File: src/rtl/core/assert_macros.svh
// Assertion macros used by the top level of the frame rate quality governor.
`ifndef ASSERT_MACROS_SVH
`define ASSERT_MACROS_SVH

// Same-cycle implication, checked on every rising clock edge outside reset.
`define FRQG_ASSERT_IMPLIES(label, ante, cons) \
   label: assert property (@(posedge clock) disable iff (reset) (ante) |-> (cons)) \
      else $error("frqg assertion failed");

// Next-cycle implication, checked on every rising clock edge outside reset.
`define FRQG_ASSERT_NEXT(label, ante, cons) \
   label: assert property (@(posedge clock) disable iff (reset) (ante) |=> (cons)) \
      else $error("frqg assertion failed");

`endif

File: src/rtl/core/frqg_pkg.sv
// Types and constants shared by the frame rate quality governor modules.
`default_nettype none

package frqg_pkg;

   // Shared divider widths: dividend covers 256e6 and any window sum.
   localparam int DIVIDEND_W = 28;
   localparam int DIVISOR_W  = 20;

   // One million in 8.8 fixed point.
   localparam logic [DIVIDEND_W-1:0] RATE_SCALE = 28'd256000000;

   // Operation codes.
   localparam logic [1:0] OP_FRAME     = 2'd0;
   localparam logic [1:0] OP_SET_LEVEL = 2'd1;
   localparam logic [1:0] OP_MEM_CHECK = 2'd2;

   // Configuration register indexes.
   localparam logic [2:0] CSR_AUTO_SCALE = 3'd0;
   localparam logic [2:0] CSR_RATE_MAINT = 3'd1;
   localparam logic [2:0] CSR_MEM_MGMT   = 3'd2;
   localparam logic [2:0] CSR_TARGET_FPS = 3'd3;
   localparam logic [2:0] CSR_MEM_WARN   = 3'd4;
   localparam logic [2:0] CSR_MEM_CRIT   = 3'd5;

   // Quality levels.
   localparam logic [1:0] LEVEL_LOW   = 2'd0;
   localparam logic [1:0] LEVEL_HIGH  = 2'd2;
   localparam logic [1:0] LEVEL_ULTRA = 2'd3;

   localparam logic [7:0] RUN_MAX = 8'd255;

   typedef struct packed {
      logic                  start;
      logic [DIVIDEND_W-1:0] dividend;
      logic [DIVISOR_W-1:0]  divisor;
   } div_req_type;

   typedef struct packed {
      logic                  done;
      logic [DIVIDEND_W-1:0] quotient;
   } div_rsp_type;

endpackage

`default_nettype wire

File: src/rtl/core/frame_rate_quality_governor.sv
// Top level of the frame rate quality governor: sequencer, window store and level control.
`default_nettype none
`include "assert_macros.svh"

// The governor takes one item at a time. A frame item with a nonzero frame time runs
// two divisions through one shared restoring divider of 28 steps each: first the rate
// sample, 256000000 / frame time saturated to 65535 in 8.8 fixed point, and then the
// window average, sum / count. A frame item without a time sample, a set-level item,
// a memory check and the unused code bypass the divider. The block stalls its input
// while an item is in work, but it can start a new item while the previous result
// still waits in the output register; that item then waits in its final step for as
// long as the receiver holds the earlier result. The rate window is a small memory of
// WINDOW entries; values read from it are only used once the window is full, so it
// needs no clearing pass after reset. Configuration writes are to be made only while
// idle.
module frame_rate_quality_governor #(
   parameter int WINDOW      = 60,
   parameter int DOWN_FRAMES = 30,
   parameter int UP_FRAMES   = 180,
   parameter int MEM_PERIOD  = 60
) (
   input  wire logic        clock,
   input  wire logic        reset,
   // Configuration port
   input  wire logic        csr_we,
   input  wire logic [2:0]  csr_index,
   input  wire logic [15:0] csr_wdata,
   // Input items
   input  wire logic        req_valid,
   output logic             req_stall,
   input  wire logic [1:0]  req_op,
   input  wire logic [19:0] req_frame_time_us,
   input  wire logic [15:0] req_mem_usage_mb,
   input  wire logic [1:0]  req_new_level,
   // Result items
   output logic             rsp_valid,
   input  wire logic        rsp_stall,
   output logic [1:0]       rsp_quality_level,
   output logic             rsp_level_changed,
   output logic             rsp_memory_warning,
   output logic             rsp_memory_critical,
   output logic [15:0]      rsp_current_fps,
   output logic [15:0]      rsp_average_fps
);
   import frqg_pkg::*;

   localparam int SUM_W = 16 + $clog2(WINDOW);
   localparam int CNT_W = $clog2(WINDOW + 1);
   localparam int PTR_W = (WINDOW > 1) ? $clog2(WINDOW) : 1;
   localparam int PER_W = $clog2(MEM_PERIOD + 1);

   // Sequencer states.
   localparam logic [2:0] S_IDLE  = 3'd0;
   localparam logic [2:0] S_RDIV  = 3'd1;
   localparam logic [2:0] S_UPD   = 3'd2;
   localparam logic [2:0] S_AVG   = 3'd3;
   localparam logic [2:0] S_ADIV  = 3'd4;
   localparam logic [2:0] S_CHECK = 3'd5;
   localparam logic [2:0] S_FIN   = 3'd6;

   // Configuration registers.
   logic        auto_en_ff, rate_en_ff, mem_en_ff;
   logic [7:0]  target_ff;
   logic [15:0] warn_mb_ff, crit_mb_ff;

   // Sequencer and item registers.
   logic [2:0]  state_ff, state_in;
   logic [1:0]  op_ff, op_in;
   logic [15:0] mb_ff, mb_in;
   logic [1:0]  nl_ff, nl_in;
   logic [1:0]  before_ff, before_in;

   // Governor state.
   logic [SUM_W-1:0] win_sum_ff, win_sum_in;
   logic [CNT_W-1:0] win_cnt_ff, win_cnt_in;
   logic [PTR_W-1:0] win_ptr_ff, win_ptr_in;
   logic [15:0]      last_fps_ff, last_fps_in;
   logic [15:0]      avg_ff, avg_in;
   logic [7:0]       low_run_ff, low_run_in;
   logic [7:0]       good_run_ff, good_run_in;
   logic [1:0]       level_ff, level_in;
   logic [PER_W-1:0] period_ff, period_in;
   logic             warn_ff, warn_in;
   logic             crit_ff, crit_in;

   // Output register.
   logic        rsp_valid_ff, rsp_valid_in;
   logic        rsp_load;
   logic [1:0]  rsp_level_ff;
   logic        rsp_changed_ff, rsp_warn_ff, rsp_crit_ff;
   logic [15:0] rsp_cur_ff, rsp_avg_ff;

   // Window store.
   logic [15:0] win_mem [WINDOW];
   logic [15:0] win_rd_ff;
   logic        win_we;
   logic        win_full;

   // Shared divider.
   div_req_type div_req;
   div_rsp_type div_rsp;

   // Rate check and memory check terms.
   logic [19:0]      avg10, tgt9, tgt12;
   logic             is_low, is_good;
   logic [7:0]       low_inc, good_inc;
   logic             do_mem;
   logic             accept;
   logic [PER_W-1:0] period_inc;

   frqg_div u_div (
      .clock   (clock),
      .reset   (reset),
      .div_req (div_req),
      .div_rsp (div_rsp)
   );

   always_ff @(posedge clock) begin
      if (reset) begin
         auto_en_ff <= 1'b1;
         rate_en_ff <= 1'b1;
         mem_en_ff  <= 1'b1;
         target_ff  <= 8'd60;
         warn_mb_ff <= 16'd512;
         crit_mb_ff <= 16'd1024;
      end else if (csr_we) begin
         unique case (csr_index)
            CSR_AUTO_SCALE: auto_en_ff <= csr_wdata[0];
            CSR_RATE_MAINT: rate_en_ff <= csr_wdata[0];
            CSR_MEM_MGMT:   mem_en_ff  <= csr_wdata[0];
            CSR_TARGET_FPS: target_ff  <= csr_wdata[7:0];
            CSR_MEM_WARN:   warn_mb_ff <= csr_wdata;
            CSR_MEM_CRIT:   crit_mb_ff <= csr_wdata;
            default: ;
         endcase
      end
   end

   assign req_stall = (state_ff != S_IDLE);
   assign accept    = req_valid && !req_stall;
   assign win_full  = (win_cnt_ff == CNT_W'(WINDOW));
   assign win_we    = (state_ff == S_UPD);

   // The read of the oldest entry is only used once the window is full.
   always_ff @(posedge clock) begin
      if (win_we) begin
         win_mem[win_ptr_ff] <= last_fps_ff;
      end
      win_rd_ff <= win_mem[win_ptr_ff];
   end

   // Rate comparison against 0.9 and 1.2 of the target, all scaled by ten.
   assign avg10   = {1'b0, avg_ff, 3'b000} + {3'b000, avg_ff, 1'b0};
   assign tgt9    = 20'({target_ff, 8'd0}) * 20'd9;
   assign tgt12   = 20'({target_ff, 8'd0}) * 20'd12;
   assign is_low  = (avg10 < tgt9);
   assign is_good = !is_low && (avg10 > tgt12);
   assign low_inc  = (low_run_ff == RUN_MAX) ? RUN_MAX : low_run_ff + 8'd1;
   assign good_inc = (good_run_ff == RUN_MAX) ? RUN_MAX : good_run_ff + 8'd1;
   assign period_inc = period_ff + 1'b1;

   always_comb begin
      state_in     = state_ff;
      op_in        = op_ff;
      mb_in        = mb_ff;
      nl_in        = nl_ff;
      before_in    = before_ff;
      win_sum_in   = win_sum_ff;
      win_cnt_in   = win_cnt_ff;
      win_ptr_in   = win_ptr_ff;
      last_fps_in  = last_fps_ff;
      avg_in       = avg_ff;
      low_run_in   = low_run_ff;
      good_run_in  = good_run_ff;
      level_in     = level_ff;
      period_in    = period_ff;
      warn_in      = warn_ff;
      crit_in      = crit_ff;
      do_mem       = 1'b0;
      rsp_load     = 1'b0;
      div_req      = '0;

      unique case (state_ff)
         S_IDLE: begin
            if (accept) begin
               op_in     = req_op;
               mb_in     = req_mem_usage_mb;
               nl_in     = req_new_level;
               before_in = level_ff;
               if ((req_op == OP_FRAME) && (req_frame_time_us != '0)) begin
                  div_req.start    = 1'b1;
                  div_req.dividend = RATE_SCALE;
                  div_req.divisor  = req_frame_time_us;
                  state_in         = S_RDIV;
               end else begin
                  state_in = S_CHECK;
               end
            end
         end
         S_RDIV: begin
            if (div_rsp.done) begin
               if (div_rsp.quotient[DIVIDEND_W-1:16] != '0) begin
                  last_fps_in = 16'hFFFF;
               end else begin
                  last_fps_in = div_rsp.quotient[15:0];
               end
               state_in = S_UPD;
            end
         end
         S_UPD: begin
            // Drop the oldest sample once full, then add the new one.
            if (win_full) begin
               win_sum_in = win_sum_ff - SUM_W'(win_rd_ff) + SUM_W'(last_fps_ff);
            end else begin
               win_sum_in = win_sum_ff + SUM_W'(last_fps_ff);
               win_cnt_in = win_cnt_ff + 1'b1;
            end
            if (win_ptr_ff == PTR_W'(WINDOW - 1)) begin
               win_ptr_in = '0;
            end else begin
               win_ptr_in = win_ptr_ff + 1'b1;
            end
            state_in = S_AVG;
         end
         S_AVG: begin
            div_req.start    = 1'b1;
            div_req.dividend = DIVIDEND_W'(win_sum_ff);
            div_req.divisor  = DIVISOR_W'(win_cnt_ff);
            state_in         = S_ADIV;
         end
         S_ADIV: begin
            if (div_rsp.done) begin
               avg_in   = div_rsp.quotient[15:0];
               state_in = S_CHECK;
            end
         end
         S_CHECK: begin
            priority if (op_ff == OP_FRAME) begin
               if (rate_en_ff && auto_en_ff) begin
                  priority if (is_low) begin
                     good_run_in = '0;
                     if ((low_inc >= 8'(DOWN_FRAMES)) && (level_ff != LEVEL_LOW)) begin
                        level_in   = level_ff - 2'd1;
                        low_run_in = '0;
                     end else begin
                        low_run_in = low_inc;
                     end
                  end else if (is_good) begin
                     low_run_in = '0;
                     if ((good_inc >= 8'(UP_FRAMES)) && (level_ff != LEVEL_ULTRA)) begin
                        level_in    = level_ff + 2'd1;
                        good_run_in = '0;
                     end else begin
                        good_run_in = good_inc;
                     end
                  end else begin
                     low_run_in  = '0;
                     good_run_in = '0;
                  end
               end
               if (period_inc >= PER_W'(MEM_PERIOD)) begin
                  period_in = '0;
                  do_mem    = 1'b1;
               end else begin
                  period_in = period_inc;
               end
            end else if (op_ff == OP_SET_LEVEL) begin
               level_in    = nl_ff;
               low_run_in  = '0;
               good_run_in = '0;
            end else if (op_ff == OP_MEM_CHECK) begin
               do_mem = 1'b1;
            end else begin
               do_mem = 1'b0;
            end
            // The critical test wins over the warning test.
            if (do_mem && mem_en_ff) begin
               priority if (mb_ff >= crit_mb_ff) begin
                  warn_in  = 1'b1;
                  crit_in  = 1'b1;
                  level_in = LEVEL_LOW;
               end else if (mb_ff >= warn_mb_ff) begin
                  warn_in = 1'b1;
                  crit_in = 1'b0;
               end else begin
                  warn_in = 1'b0;
                  crit_in = 1'b0;
               end
            end
            state_in = S_FIN;
         end
         S_FIN: begin
            if (!rsp_valid_ff || !rsp_stall) begin
               rsp_load = 1'b1;
               state_in = S_IDLE;
            end
         end
         default: begin
            state_in = S_IDLE;
         end
      endcase
   end

   assign rsp_valid_in = rsp_load || (rsp_valid_ff && rsp_stall);

   always_ff @(posedge clock) begin
      if (reset) begin
         state_ff     <= S_IDLE;
         win_sum_ff   <= '0;
         win_cnt_ff   <= '0;
         win_ptr_ff   <= '0;
         last_fps_ff  <= '0;
         avg_ff       <= '0;
         low_run_ff   <= '0;
         good_run_ff  <= '0;
         level_ff     <= LEVEL_HIGH;
         period_ff    <= '0;
         warn_ff      <= 1'b0;
         crit_ff      <= 1'b0;
         rsp_valid_ff <= 1'b0;
      end else begin
         state_ff     <= state_in;
         win_sum_ff   <= win_sum_in;
         win_cnt_ff   <= win_cnt_in;
         win_ptr_ff   <= win_ptr_in;
         last_fps_ff  <= last_fps_in;
         avg_ff       <= avg_in;
         low_run_ff   <= low_run_in;
         good_run_ff  <= good_run_in;
         level_ff     <= level_in;
         period_ff    <= period_in;
         warn_ff      <= warn_in;
         crit_ff      <= crit_in;
         rsp_valid_ff <= rsp_valid_in;
      end
   end

   always_ff @(posedge clock) begin
      op_ff     <= op_in;
      mb_ff     <= mb_in;
      nl_ff     <= nl_in;
      before_ff <= before_in;
      if (rsp_load) begin
         rsp_level_ff   <= level_ff;
         rsp_changed_ff <= (level_ff != before_ff);
         rsp_warn_ff    <= warn_ff;
         rsp_crit_ff    <= crit_ff;
         rsp_cur_ff     <= last_fps_ff;
         rsp_avg_ff     <= avg_ff;
      end
   end

   assign rsp_valid           = rsp_valid_ff;
   assign rsp_quality_level   = rsp_level_ff;
   assign rsp_level_changed   = rsp_changed_ff;
   assign rsp_memory_warning  = rsp_warn_ff;
   assign rsp_memory_critical = rsp_crit_ff;
   assign rsp_current_fps     = rsp_cur_ff;
   assign rsp_average_fps     = rsp_avg_ff;

   `FRQG_ASSERT_IMPLIES(a_div_done, div_rsp.done, state_ff == S_RDIV || state_ff == S_ADIV)
   `FRQG_ASSERT_IMPLIES(a_ptr_tracks_count, !win_full, CNT_W'(win_ptr_ff) == win_cnt_ff)
   `FRQG_ASSERT_IMPLIES(a_rsp_from_fin, $rose(rsp_valid_ff), $past(state_ff) == S_FIN)
   `FRQG_ASSERT_NEXT(a_avg_then_check, (state_ff == S_ADIV) && div_rsp.done, state_ff == S_CHECK)

endmodule

`default_nettype wire

File: src/rtl/core/frqg_div.sv
// Restoring divider that produces one quotient bit per cycle.
`default_nettype none

module frqg_div (
   input  wire logic                clock,
   input  wire logic                reset,
   input  wire frqg_pkg::div_req_type div_req,
   output frqg_pkg::div_rsp_type    div_rsp
);
   import frqg_pkg::*;

   localparam int STEP_W = $clog2(DIVIDEND_W);

   logic                  busy_ff, busy_in;
   logic                  done_ff, done_in;
   logic [STEP_W-1:0]     step_ff, step_in;
   logic [DIVIDEND_W-1:0] dvd_ff, dvd_in;
   logic [DIVIDEND_W-1:0] quo_ff, quo_in;
   logic [DIVISOR_W-1:0]  dvs_ff, dvs_in;
   logic [DIVISOR_W-1:0]  rem_ff, rem_in;
   logic [DIVISOR_W:0]    trial;
   logic [DIVISOR_W:0]    diff;
   logic                  fits;

   // Bring down the next dividend bit and try the subtraction.
   assign trial = {rem_ff, dvd_ff[DIVIDEND_W-1]};
   assign diff  = trial - {1'b0, dvs_ff};
   assign fits  = (trial >= {1'b0, dvs_ff});

   always_comb begin
      busy_in = busy_ff;
      done_in = 1'b0;
      step_in = step_ff;
      dvd_in  = dvd_ff;
      quo_in  = quo_ff;
      dvs_in  = dvs_ff;
      rem_in  = rem_ff;
      if (div_req.start) begin
         busy_in = 1'b1;
         step_in = '0;
         dvd_in  = div_req.dividend;
         dvs_in  = div_req.divisor;
         rem_in  = '0;
         quo_in  = '0;
      end else if (busy_ff) begin
         rem_in  = fits ? diff[DIVISOR_W-1:0] : trial[DIVISOR_W-1:0];
         quo_in  = {quo_ff[DIVIDEND_W-2:0], fits};
         dvd_in  = {dvd_ff[DIVIDEND_W-2:0], 1'b0};
         step_in = step_ff + 1'b1;
         if (step_ff == STEP_W'(DIVIDEND_W - 1)) begin
            busy_in = 1'b0;
            done_in = 1'b1;
         end
      end
   end

   always_ff @(posedge clock) begin
      if (reset) begin
         busy_ff <= 1'b0;
         done_ff <= 1'b0;
      end else begin
         busy_ff <= busy_in;
         done_ff <= done_in;
      end
   end

   always_ff @(posedge clock) begin
      step_ff <= step_in;
      dvd_ff  <= dvd_in;
      quo_ff  <= quo_in;
      dvs_ff  <= dvs_in;
      rem_ff  <= rem_in;
   end

   assign div_rsp.done     = done_ff;
   assign div_rsp.quotient = quo_ff;

endmodule

`default_nettype wire

File: config.mk
export PLATFORM = sky130hd
export DESIGN_NAME = frame_rate_quality_governor
export DESIGN_NICKNAME = d
export VERILOG_FILES = /design/src/rtl/core/frqg_pkg.sv /design/src/rtl/core/frame_rate_quality_governor.sv /design/src/rtl/core/frqg_div.sv
export VERILOG_INCLUDE_DIRS = /design/src /design/src/rtl/core
export SDC_FILE = /design/constraint.sdc
export NUM_CORES = 2
export LEC_CHECK = 0
export BUFFER_PORTS_ARGS = -buffer_cell sky130_fd_sc_hd__buf_2
export CORE_UTILIZATION = 40
export CTS_CLUSTER_SIZE = 40
export DETAILED_ROUTE_END_ITERATION = 10
export HOLD_SLACK_MARGIN = 0.03
export PLACE_DENSITY_LB_ADDON = 0.05
export SLEW_MARGIN = 10
export SYNTH_ARGS = -nofsm -noshare
export SYNTH_HDL_FRONTEND = slang
export SYNTH_SLANG_ARGS = --single-unit
File: constraint.sdc
create_clock -name clock -period 8.3 [get_ports clock]
set_input_delay 2.49 -clock clock [delete_from_list [all_inputs] [get_ports clock]]
set_output_delay 2.49 -clock clock [all_outputs]
set_load 0.05 [all_outputs]
* Word level (Yosys, flattened, before mapping)
Memory sizes are Yosys's and may differ from the RTL's. A register that Yosys moved wholly into a read port is not among the register bits. Index checks and enable logic that the tools add are counted.
Cells by class: equality and inequality tests 25, reduce and logical (&&, ||, !) cells 39, muxes and demuxes 53, magnitude comparators 8, add/sub/neg operators 13, multipliers 2, bitwise gates (word level) 2
Operators with widths (count):
- 2-to-1 mux 49 bit | 2
- case mux 49 bit (2 select lines) | 1
- 2-to-1 mux 8 bit | 12
- 2-to-1 mux 28 bit | 2
- adder 22 x 16 -> 22 bit | 2
- greater-or-equal comparator 16 bit | 2
- AND reduction 2 bit | 12
- 2-to-1 mux 22 bit | 1
- subtractor 22 x 16 -> 22 bit | 1
- greater-or-equal comparator 21 x 20 -> 1 bit | 1
- case mux 3 bit (7 select lines) | 1
- adder 19 x 17 -> 20 bit | 1
- > comparator 20 bit | 1
- less-than comparator 20 bit | 1
- 2-to-1 mux 20 bit | 1
- nonzero test 20 bit | 1
- subtractor 20 bit | 1
- adder 6 x 1 -> 6 bit, second input constant | 3
- 2-to-1 mux 2 bit | 9
- adder 8 x 1 -> 8 bit, second input constant | 2
- == test 8 bit, second input constant | 2
- 2-to-1 mux 1 bit | 16
- 2-to-1 mux 16 bit | 1
- == test 3 bit, second input constant | 5
- other kinds (31) | 61
Word-level totals: input port bits 64, RAM bits 960, memories kept 1, word-level logic and storage cells 179, register bits after elaboration 301, output and inout port bits 39
Memories:
- win_mem | words 60, width 16, read ports 1, clocked after Yosys merged registers in 1, wr ports 1, RTL line frame_rate_quality_governor.sv:94 | logic [15:0] win_mem [WINDOW];

* Depth between registers and ports, before layout
depth after elaboration 11, mapped depth 22

* By module
A second synthesis with hierarchy kept.
Second synthesis, totals: cells, all modules 3856, area, all modules 53435.0 sq um
Modules (own cells, without submodules):
- frame_rate_quality_governor | cells each 3390, seq. area each 33702.3 sq um, times used 1, area an instance 48406.4 sq um
- frqg_div | cells each 466, seq. area each 2542.4 sq um, times used 1, area an instance 5028.6 sq um

* Least setup slack after synthesis
No wires, ideal clock.
kind input -> register, start input req_frame_time_us[17], end register u_div.dvs_ff[0], enable pin, path slack 3507 ps, data arrival time 4401 ps, setup time 392 ps, stages on the path 7, path buffers 1, data required time 7908 ps, cell sequence nor4_1 > and3_1 > a311o_1 > nor2_1 > nor2_1 > inv_2 > buf_1
RTL lines:
- start, declared | RTL line frame_rate_quality_governor.sv:32 | input wire logic [19:0] req_frame_time_us,
- end signal, assigned | RTL line frqg_div.sv:71 | dvs_ff <= dvs_in;
- end, declared | RTL line frqg_div.sv:19 | logic [DIVISOR_W-1:0] dvs_ff, dvs_in;

* Worst setup path in the final report
start register avg_ff[3], end register low_run_ff[6]
On the way: word-level cells in the longest chain between the ends 5
Ends and longest elaborated chain:
- start, declared | RTL line frame_rate_quality_governor.sv:78 | logic [15:0] avg_ff, avg_in;
- start signal, assigned | RTL line frame_rate_quality_governor.sv:327 | avg_ff <= avg_in;
- adder 19 x 17 -> 20 bit | RTL line frame_rate_quality_governor.sv:153 | assign avg10 = {1'b0, avg_ff, 3'b000} + {3'b000, avg_ff, 1'b0};
- less-than comparator 20 bit | RTL line frame_rate_quality_governor.sv:156 | assign is_low = (avg10 < tgt9);
- 2-to-1 mux 8 bit | RTL line frame_rate_quality_governor.sv:240 | priority if (is_low) begin
- 2-to-1 mux 8 bit | RTL line frame_rate_quality_governor.sv:239 | if (rate_en_ff && auto_en_ff) begin
- 2-to-1 mux 8 bit | RTL line frame_rate_quality_governor.sv:238 | priority if (op_ff == OP_FRAME) begin
- end signal, assigned | RTL line frame_rate_quality_governor.sv:328 | low_run_ff <= low_run_in;
- end, declared | RTL line frame_rate_quality_governor.sv:79 | logic [7:0] low_run_ff, low_run_in;
Every way passes these cells. The select of a mux whose other input is x is not followed. A chain may end at the register's enable or synchronous reset.

==> impl_metrics.json <==
{
  "run_status": "finished, final reports clean",
  "cts_tree": "done",
  "numCtsBuffers": 141,
  "worst-endpoint-required_ns": 8.97,
  "cts_resized": 0,
  "synth-seq-cells": 1277,
  "cts_hold_buf": 0,
  "synthDistinctLibCells": 99,
  "grt_usage_pct": 23.0,
  "io_buffers": 102,
  "clock_latency_ns": 0.78,
  "wl_per_cell_microns": 26.2,
  "instances_no_fill": 5931,
  "synth-edff-count": 1067,
  "cts-root-buf": "clkbuf_16",
  "cpPeakStageDelay_ns": 0.53,
  "max-vdd-ir-drop_uv": 173,
  "async_flop_share_pct": 0,
  "ys_top_cells_by_area": "edfxtp_1 60%, dfxtp_1 7.9%, a22oi_1 4.5%",
  "cts_buffer_depth": 3,
  "ys_dominant_reg_cell": "edfxtp_1",
  "syn-instance-count": 3913,
  "crit_chain": "ha_1 > a21oi_2 > o2111ai_1 > a21oi_1 > nor2b_1 > o21a_1 > o311a_1 > o41ai_1 > o21ai_0 > xor2_1 > ha_1 > nand4_1 > nor2_1 > and3_1 > a31oi_1 > o31ai_4 > nor3b_2 > and3b_1 > a21oi_1 > nor3_1",
  "nets": 4297,
  "fill_cells": 11900,
  "power.net_switching_w": 0.00332,
  "fin_crit_ns": 5.16,
  "finalCritPeriodShare_pct": 62.2,
  "rsz0062_at_grt": "no",
  "tightest_slew_ns": 1.16,
  "critPathKind": "flip-flop to flip-flop",
  "die_w_microns": 367,
  "finalInstanceArea_sq_um": 60800,
  "hpwlAfterDp_microns": 92800,
  "routed_wl_microns": 156000,
  "grt-ovfl-total": 0,
  "placed_cell_area_sq_um": 56300,
  "clkTransAtPathRegs_ns": 0.06,
  "antenna_found_initial": 7,
  "via_per_inst": 5.64,
  "powerDensity_nw_per_um2": 233,
  "vias": 33400,
  "synth_fp_nets": 4153,
  "slew_violations": 0,
  "htreeDepth": 4,
  "hold_class": "flip-flop to flip-flop",
  "arrival_ns": 5.83,
  "drc": 0,
  "drv_cap": 0,
  "setup_tns_ns": 0,
  "finalWeightedCongestion": 0.844,
  "grt_pass1_vias": 33200,
  "coreArea_sq_um": 132000,
  "fin_hold_ws_ns": 0.437,
  "finalSetupViolCount": 0,
  "antenna_left": 0,
  "comb_power_share_pct": 6.7,
  "critPathTopFamily": "compound AO/OA/AOI/OAI gates",
  "drtPass1Iterations": 6,
  "synth_top_area_share_pct": 60.0,
  "slew_headroom_pct": 22.5,
  "startpoint_type": "flip-flop",
  "synth_area_sq_um": 53400,
  "areaGrowthSynthToFinish_pct": 14.0,
  "p_leak_nw": 20.8,
  "cts.sinks": 1277,
  "clkPwrFrac_pct": 43.3,
  "p_int_w": 0.0109,
  "post_cts_buffers": 0,
  "place_inst": 5669,
  "cp_num_buf_inv": 0,
  "cp-end-kind": "flip-flop",
  "critPathSlowestCell": "nor3b_2",
  "yosysWarnings": 0,
  "yosysTopAreaCell": "edfxtp_1",
  "swShare_pct": 23.4,
  "num_rows": 133,
  "finalHoldViolations": 0,
  "drt_iter0_markers": 2810,
  "synth_area_per_cell_sq_um": 13.6,
  "ys_seq_area_share_pct": 67.9,
  "finalClockSkew_ns": 0.0276,
  "path_max_fanout": 10,
  "synthTopCellsByCount": "1067 x edfxtp_1, 321 x a22oi_1, 258 x nor2_1, 254 x nand2_1, 210 x dfxtp_1",
  "start_util_pct": 40.5,
  "grt_pass1_wl_microns": 229000,
  "fp.dieArea_sq_um": 135000,
  "io_pins": 103,
  "synth.most_common_cell": "edfxtp_1",
  "fmax_mhz": 194,
  "drive_above_1_share_pct": 12.9,
  "p_seq_share_pct": 50.0,
  "die_h_microns": 367,
  "grt_max_degree": 141
}
cells in the final DEF (no fill, tap or decap), types with 53 or more instances in the layout:
cell type     n
a21oi_1     196
a221oi_1     60
a22o_1       59
a22oi_1     321
buf_2       101
buf_4       100
clkbuf_16   142
dfxtp_1     188
edfxtp_1   1067
ha_1        155
inv_1       173
mux2i_1      57
nand2_1     254
nand3_1      67
nand4_1      84
nor2_1      216
nor3_1       53
o21ai_0     103
power groups by stage:
stage	clock (W)	sequential [W]	combinational, W
detailed placement	0	0.00723	0.000958
finish	0.00615	0.00710	0.000950
CTS	0.00630	0.00710	0.000962
floorplan	0	0.00718	0.000745
global placement	0	0.00724	0.000955
global route	0.00653	0.00711	0.00107
metal layers:
metal / up-vias / GRT usage, % / wire length (microns)
met4: 0 / 7.25 / 4300
met5: - / 0 / 0
met3: 234 / 3.69 / 7810
met2: 852 / 37.2 / 73400
li1: 15400 / - / -
met1: 16900 / 31.6 / 70100
worst reg2reg max path, cell delays in order (launching register included):
cell and delay [ns]:
dfxtp_1 0.44, ha_1 0.29, a21oi_2 0.19, o2111ai_1 0.19
a21oi_1 0.19, nor2b_1 0.08, o21a_1 0.20, o311a_1 0.34
o41ai_1 0.36, o21ai_0 0.18, xor2_1 0.26, ha_1 0.29
nand4_1 0.11, nor2_1 0.10, and3_1 0.20, a31oi_1 0.25
o31ai_4 0.11, nor3b_2 0.53, and3b_1 0.47, a21oi_1 0.11
nor3_1 0.18
stage by stage:
step                      setup slack (ns)  util [%]  total power, W
after floorplan                       3.51         -         0.00793
after global placement                2.93      42.7         0.00819
after detailed placement              2.92      42.7         0.00819
after CTS                             3.08      46.1          0.0144
after global routing                  2.66      46.1          0.0147
final                                 3.14      46.1          0.0142
cell families after synthesis:
family / share of synthesized area, %
compound gates: 13.5
xor+xnor: 1.20
fa+ha+maj: 4.44
buf+inv: 2.76
flops: 67.9
mux: 2.29
simple gates: 7.94
state kept, by name, indices dropped and copies added (netlist names), 20 cells and up:
name          flops
u_div.quo_ff     28
u_div.dvd_ff     28
win_mem         960
u_div.rem_ff     20
win_sum_ff       22
u_div.dvs_ff     20
final timing paths:
| kind | start | endpoint | slack [ns] | cells after the start |
|---|---|---|---|---|
| max reg2reg | avg_ff[3]$_SDFFE_PP0P_ | low_run_ff[6]$_SDFFE_PP0P_ | 3.14 | 20 |
| min | crit_ff$_SDFFE_PP0P_ | rsp_memory_critical$_DFFE_PP_ | 0.44 | 0 |
| max | avg_ff[3]$_SDFFE_PP0P_ | low_run_ff[6]$_SDFFE_PP0P_ | 3.14 | 20 |
| min reg2reg | crit_ff$_SDFFE_PP0P_ | rsp_memory_critical$_DFFE_PP_ | 0.44 | 0 |
layout make-up:
cell class / count / area, sq um / share of cell area (%)
sequential: 1277 / 36300 / 59.6
multi-input combinational: 2256 / 15800 / 26.0
clock buffer: 188 / 3780 / 6.21
tap: 1755 / 2200 / 3.61
timing repair buffer: 206 / 1360 / 2.23
clock inverter: 73 / 737 / 1.21
inverter: 175 / 657 / 1.08
antenna: 1 / 2.50 / 0.00411
Power figures use the tool's default switching activity.
